**config.mk**
```make
export PLATFORM = sky130hd
export DESIGN_NAME = tmi_ram
export DESIGN_NICKNAME = d
export VERILOG_FILES = /design/src/rtl/core/tmi_ram.sv
export SDC_FILE = /design/constraint.sdc
export NUM_CORES = 2
export LEC_CHECK = 0
export BUFFER_PORTS_ARGS = -buffer_cell sky130_fd_sc_hd__buf_2
export CELL_PAD_IN_SITES_DETAIL_PLACEMENT = 0
export CELL_PAD_IN_SITES_GLOBAL_PLACEMENT = 2
export CORE_ASPECT_RATIO = 0.6
export CORE_MARGIN = 3
export CORE_UTILIZATION = 40
export CTS_CLUSTER_DIAMETER = 150
export DETAILED_ROUTE_END_ITERATION = 6
export PLACE_DENSITY_LB_ADDON = 0.2
export SYNTH_ARGS = -nofsm -noshare
export SYNTH_HDL_FRONTEND = slang
export SYNTH_SLANG_ARGS = --single-unit
```
**constraint.sdc**
```tcl
create_clock -name clk -period 3.2 [get_ports clk]
set_input_delay 0.32 -clock clk [delete_from_list [all_inputs] [get_ports clk]]
set_output_delay 0.32 -clock clk [all_outputs]
set_load 0.02 [all_outputs]
```
**src/rtl/core/tmi_ram.sv**
```systemverilog
// generic single-port ram with registered read
module tmi_ram #(
	parameter int WIDTH = 8,
	parameter int DEPTH = 256,
	localparam int AW = (DEPTH > 1) ? $clog2(DEPTH) : 1
) (
	input  logic             clk,
	input  logic             we,
	input  logic [AW-1:0]    addr,
	input  logic [WIDTH-1:0] wdata,
	output logic [WIDTH-1:0] rdata
);

	logic [WIDTH-1:0] mem [DEPTH];
	logic [WIDTH-1:0] rdata_q;

	always_ff @(posedge clk) begin
		if (we) begin
			mem[addr] <= wdata;
		end
		rdata_q <= mem[addr];
	end

	assign rdata = rdata_q;

endmodule

```
==> metrics.txt <==
outcome=completed; num rows=125; Total GRT Usage=21.50%; Clk Latency, worst-skew pair=0.84 ns; Synth Instances=3547; CTS tree=built; number of global-route vias before repair=39180; DIE HEIGHT=349.1 um; max incr delay on CP=1.00 ns; CP bufs+invs=1; drt pass-1 iters=5; first-pass GRT wire length=306500 um; largest net degree at the start of global routing=117; RSZ-0062 raised after global routing=no; Fill cells=16037; H-tree Lvls=4; remaining global-route overflow=0; most frequent cells after synthesis=edfxtp_1 (2048), mux4_2 (512), a22oi_1 (256), nor2_1 (232), clkbuf_1 (145); synth top area cells=edfxtp_1 (78%), mux4_2 (15%), a22oi_1 (2.4%), nor2_1 (1.1%), a21oi_1 (0.82%); Combinational Power Share=5.2%; vias per cell=5.697; share of cells above drive strength 1=32.15%; DR WL/cell=31.65 um; crit path DAT=3.65 ns; Setup CP Type=reg -> reg; gpl congestion=0.7919; I/O Pins=26; Distinct cells, synth=22; Layout Skew=0.04295 ns; share of async-settable or async-resettable flops after synthesis=0%; Die X-Extent=577.9 um; placed cells=6485; Detail Route Antenna Nets=0; Mapped Nets=3565; post-layout min period=2.927 ns; VDD IR max=0.4723 mV; top cell type's share of synthesized area=78.35%; Required @ worst endpoint=3.92 ns; switch share=21.43%; fin cells=6831; port bufs=25; delay-heaviest family, CP=compound AO/OA/AOI/OAI gates; clk root buf=clkbuf_16; Core ar.=194200 um2; net switching power=11.69 mW; synthesized area per cell=22.13 um2; Final period util=91.46%; final hold viol count=0; PD cells=594.2 nW/um2; DIE AREA=201800 um2; Setup Buffers After CTS=0; crit path launch type=register; Rel. slew slack=22.26%; initial antenna violation count=10; Nets=4102; Post-Syn Area=78490 um2; post-synth top area cell=edfxtp_1; vias=38918; Hold Path Class=in -> reg; Synth warnings=0; combined flip-flop and latch cell area=61660 um2; Remaining DRCs=0; Starting Density=40.41%; Max-cap violations=0; cell with the most instances after synthesis=edfxtp_1; Setup WS pre-CTS=-0.6972 ns; Worst Path Max Fanout=1; Post-synth EDFFs=2048; Slowest-stage cell, CP=o41ai_1; LEAKAGE=28.77 nW; CTS Sinks=2056; multi-input logic area=15870 um2; FMAX=0.3417 GHz; Seq/Total Area, Yosys=78.55%; DRT iter0 DRCs=4582; DP Wirelength=138600 um; fin. max-slew vios=0; register share of total power=54.4%; crit path cell chain=mux4_2 -> a22oi_1 -> a21oi_1 -> o41ai_1 -> buf_4 -> nand4_1; internal power=42.87 mW; CTS Buf Count=194; WL final=216200 um; Synth Flop Type=edfxtp_1; Clk pwr share=40.3%; Seq cells post-synth=2056; CTS clock-pin slew for the worst setup and hold paths=0.07 ns; final worst slack=0.2732 ns; Max Buffers Root-to-Sink=4; Setup Viol. Count Final=0; element type at the critical path end=register; Worst-Margin Slew=1.151 ns; synthesis-to-finish area growth=16.97%
metal layers:
layer  up-vias  global-route usage [%]  share of wire [%]  wire length (um)
li1      16165                       -                  -                 -
met2      1467                   29.35                 42             90190
met5         -                       0             0.0060                13
met3       237                   6.431                9.5             20450
met4         2                   3.952                1.7              3644
met1     21047                   34.03                 47            101900
power groups by stage:
stage               clock, mW  combinational [mW]  sequential, mW
global placement            0                2.88            30.3
global route             23.6                3.04            29.7
finish                   22.0                2.86            29.7
CTS                      22.5                2.90            29.7
detailed placement          0                2.90            30.3
floorplan                   0                1.32            30.3
path summary, 6_finish.rpt:
path / from / end / slack (ns) / cells after the start
worst max-delay path: mem[41][3] / rdata[3] / 0.27 / 6
worst min-delay path: wdata[2] / mem[68][2] / 0.01 / 1
worst max register to register: mem[41][3] / rdata[3] / 0.27 / 6
worst min register to register: mem[150][6] / rdata[6] / 0.95 / 5
sequential cells by signal, summed over array words and instances, names as in the netlist:
register  count
mem        2048
rdata         8
worst register-to-register path: cells and delay by family (launching register included):
kind	cells	cell delay (ns)
buffers and inverters	1	0.27
AOI/OAI and AO/OA	3	1.62
and+or+nand+nor	1	0.08
muxes	1	0.50
DFF	1	0.38
area by class of cell:
cell class | count | area share (%)
Sequential cell | 2056 | 67.16
Inverter | 1 | 0.004088
Tap cell | 2603 | 3.547
Multi-Input combinational cell | 1258 | 17.28
Clock inverter | 106 | 0.8354
Clock buffer | 230 | 5.537
Timing Repair Buffer | 573 | 5.628
Antenna cell | 4 | 0.01090
placed cells by master (no fill, tap or decap), types with 3 or more instances in the layout:
| cell | count |
|---|---|
| bufinv_16 | 11 |
| clkbuf_8 | 3 |
| buf_4 | 477 |
| edfxtp_1 | 2048 |
| dlygate4sd3_1 | 6 |
| nor3_1 | 30 |
| nand2_1 | 26 |
| buf_8 | 10 |
| clkbuf_1 | 30 |
| o41ai_1 | 23 |
| buf_12 | 65 |
| nand3_2 | 6 |
| nor2_1 | 231 |
| dfxtp_1 | 8 |
| nand2b_1 | 4 |
| nor2b_1 | 5 |
| mux4_2 | 512 |
| buf_2 | 15 |
| a22oi_1 | 256 |
| diode_2 | 4 |
| nand3_1 | 7 |
| clkinv_2 | 34 |
| nand4_1 | 8 |
| clkbuf_16 | 197 |
| o41ai_2 | 9 |
| a21oi_1 | 128 |
| clkinv_1 | 52 |
| clkinvlp_4 | 6 |
cells by family after synthesis:
group / after synthesis / synth area share (%)
multiplexers: 512 / 14.69
flip-flops: 2056 / 78.55
AO/OA/AOI/OAI: 416 / 3.622
buffers and inverters: 233 / 1.401
AND/OR/NAND/NOR: 330 / 1.733
per-stage QoR:
step / TNS, ns / utilization, % / instance area, um2 / total power [mW] / hold WS (ns)
4_1_cts: 0 / 47.26 / 91800 / 55.14 / 0.01359
6_report: 0 / 47.27 / 91810 / 54.56 / 0.01040
5_1_grt: 0 / 47.26 / 91810 / 56.37 / 0.01295
3_3_place_gp: -5.110 / 44.20 / 85860 / 33.18 / 0.8186
3_5_place_dp: -3.233 / 44.21 / 85890 / 33.20 / 0.8292
2_1_floorplan: 0 / - / 78490 / 31.61 / 0.4189
timing repair:
| action | CTS | global route |
|---|---|---|
| gates resized for setup | 0 | 0 |
| hold endpoints to repair | 332 | 0 |
| hold buffers | 6 | 0 |
No activity file was read; power rests on OpenSTA's default activity.
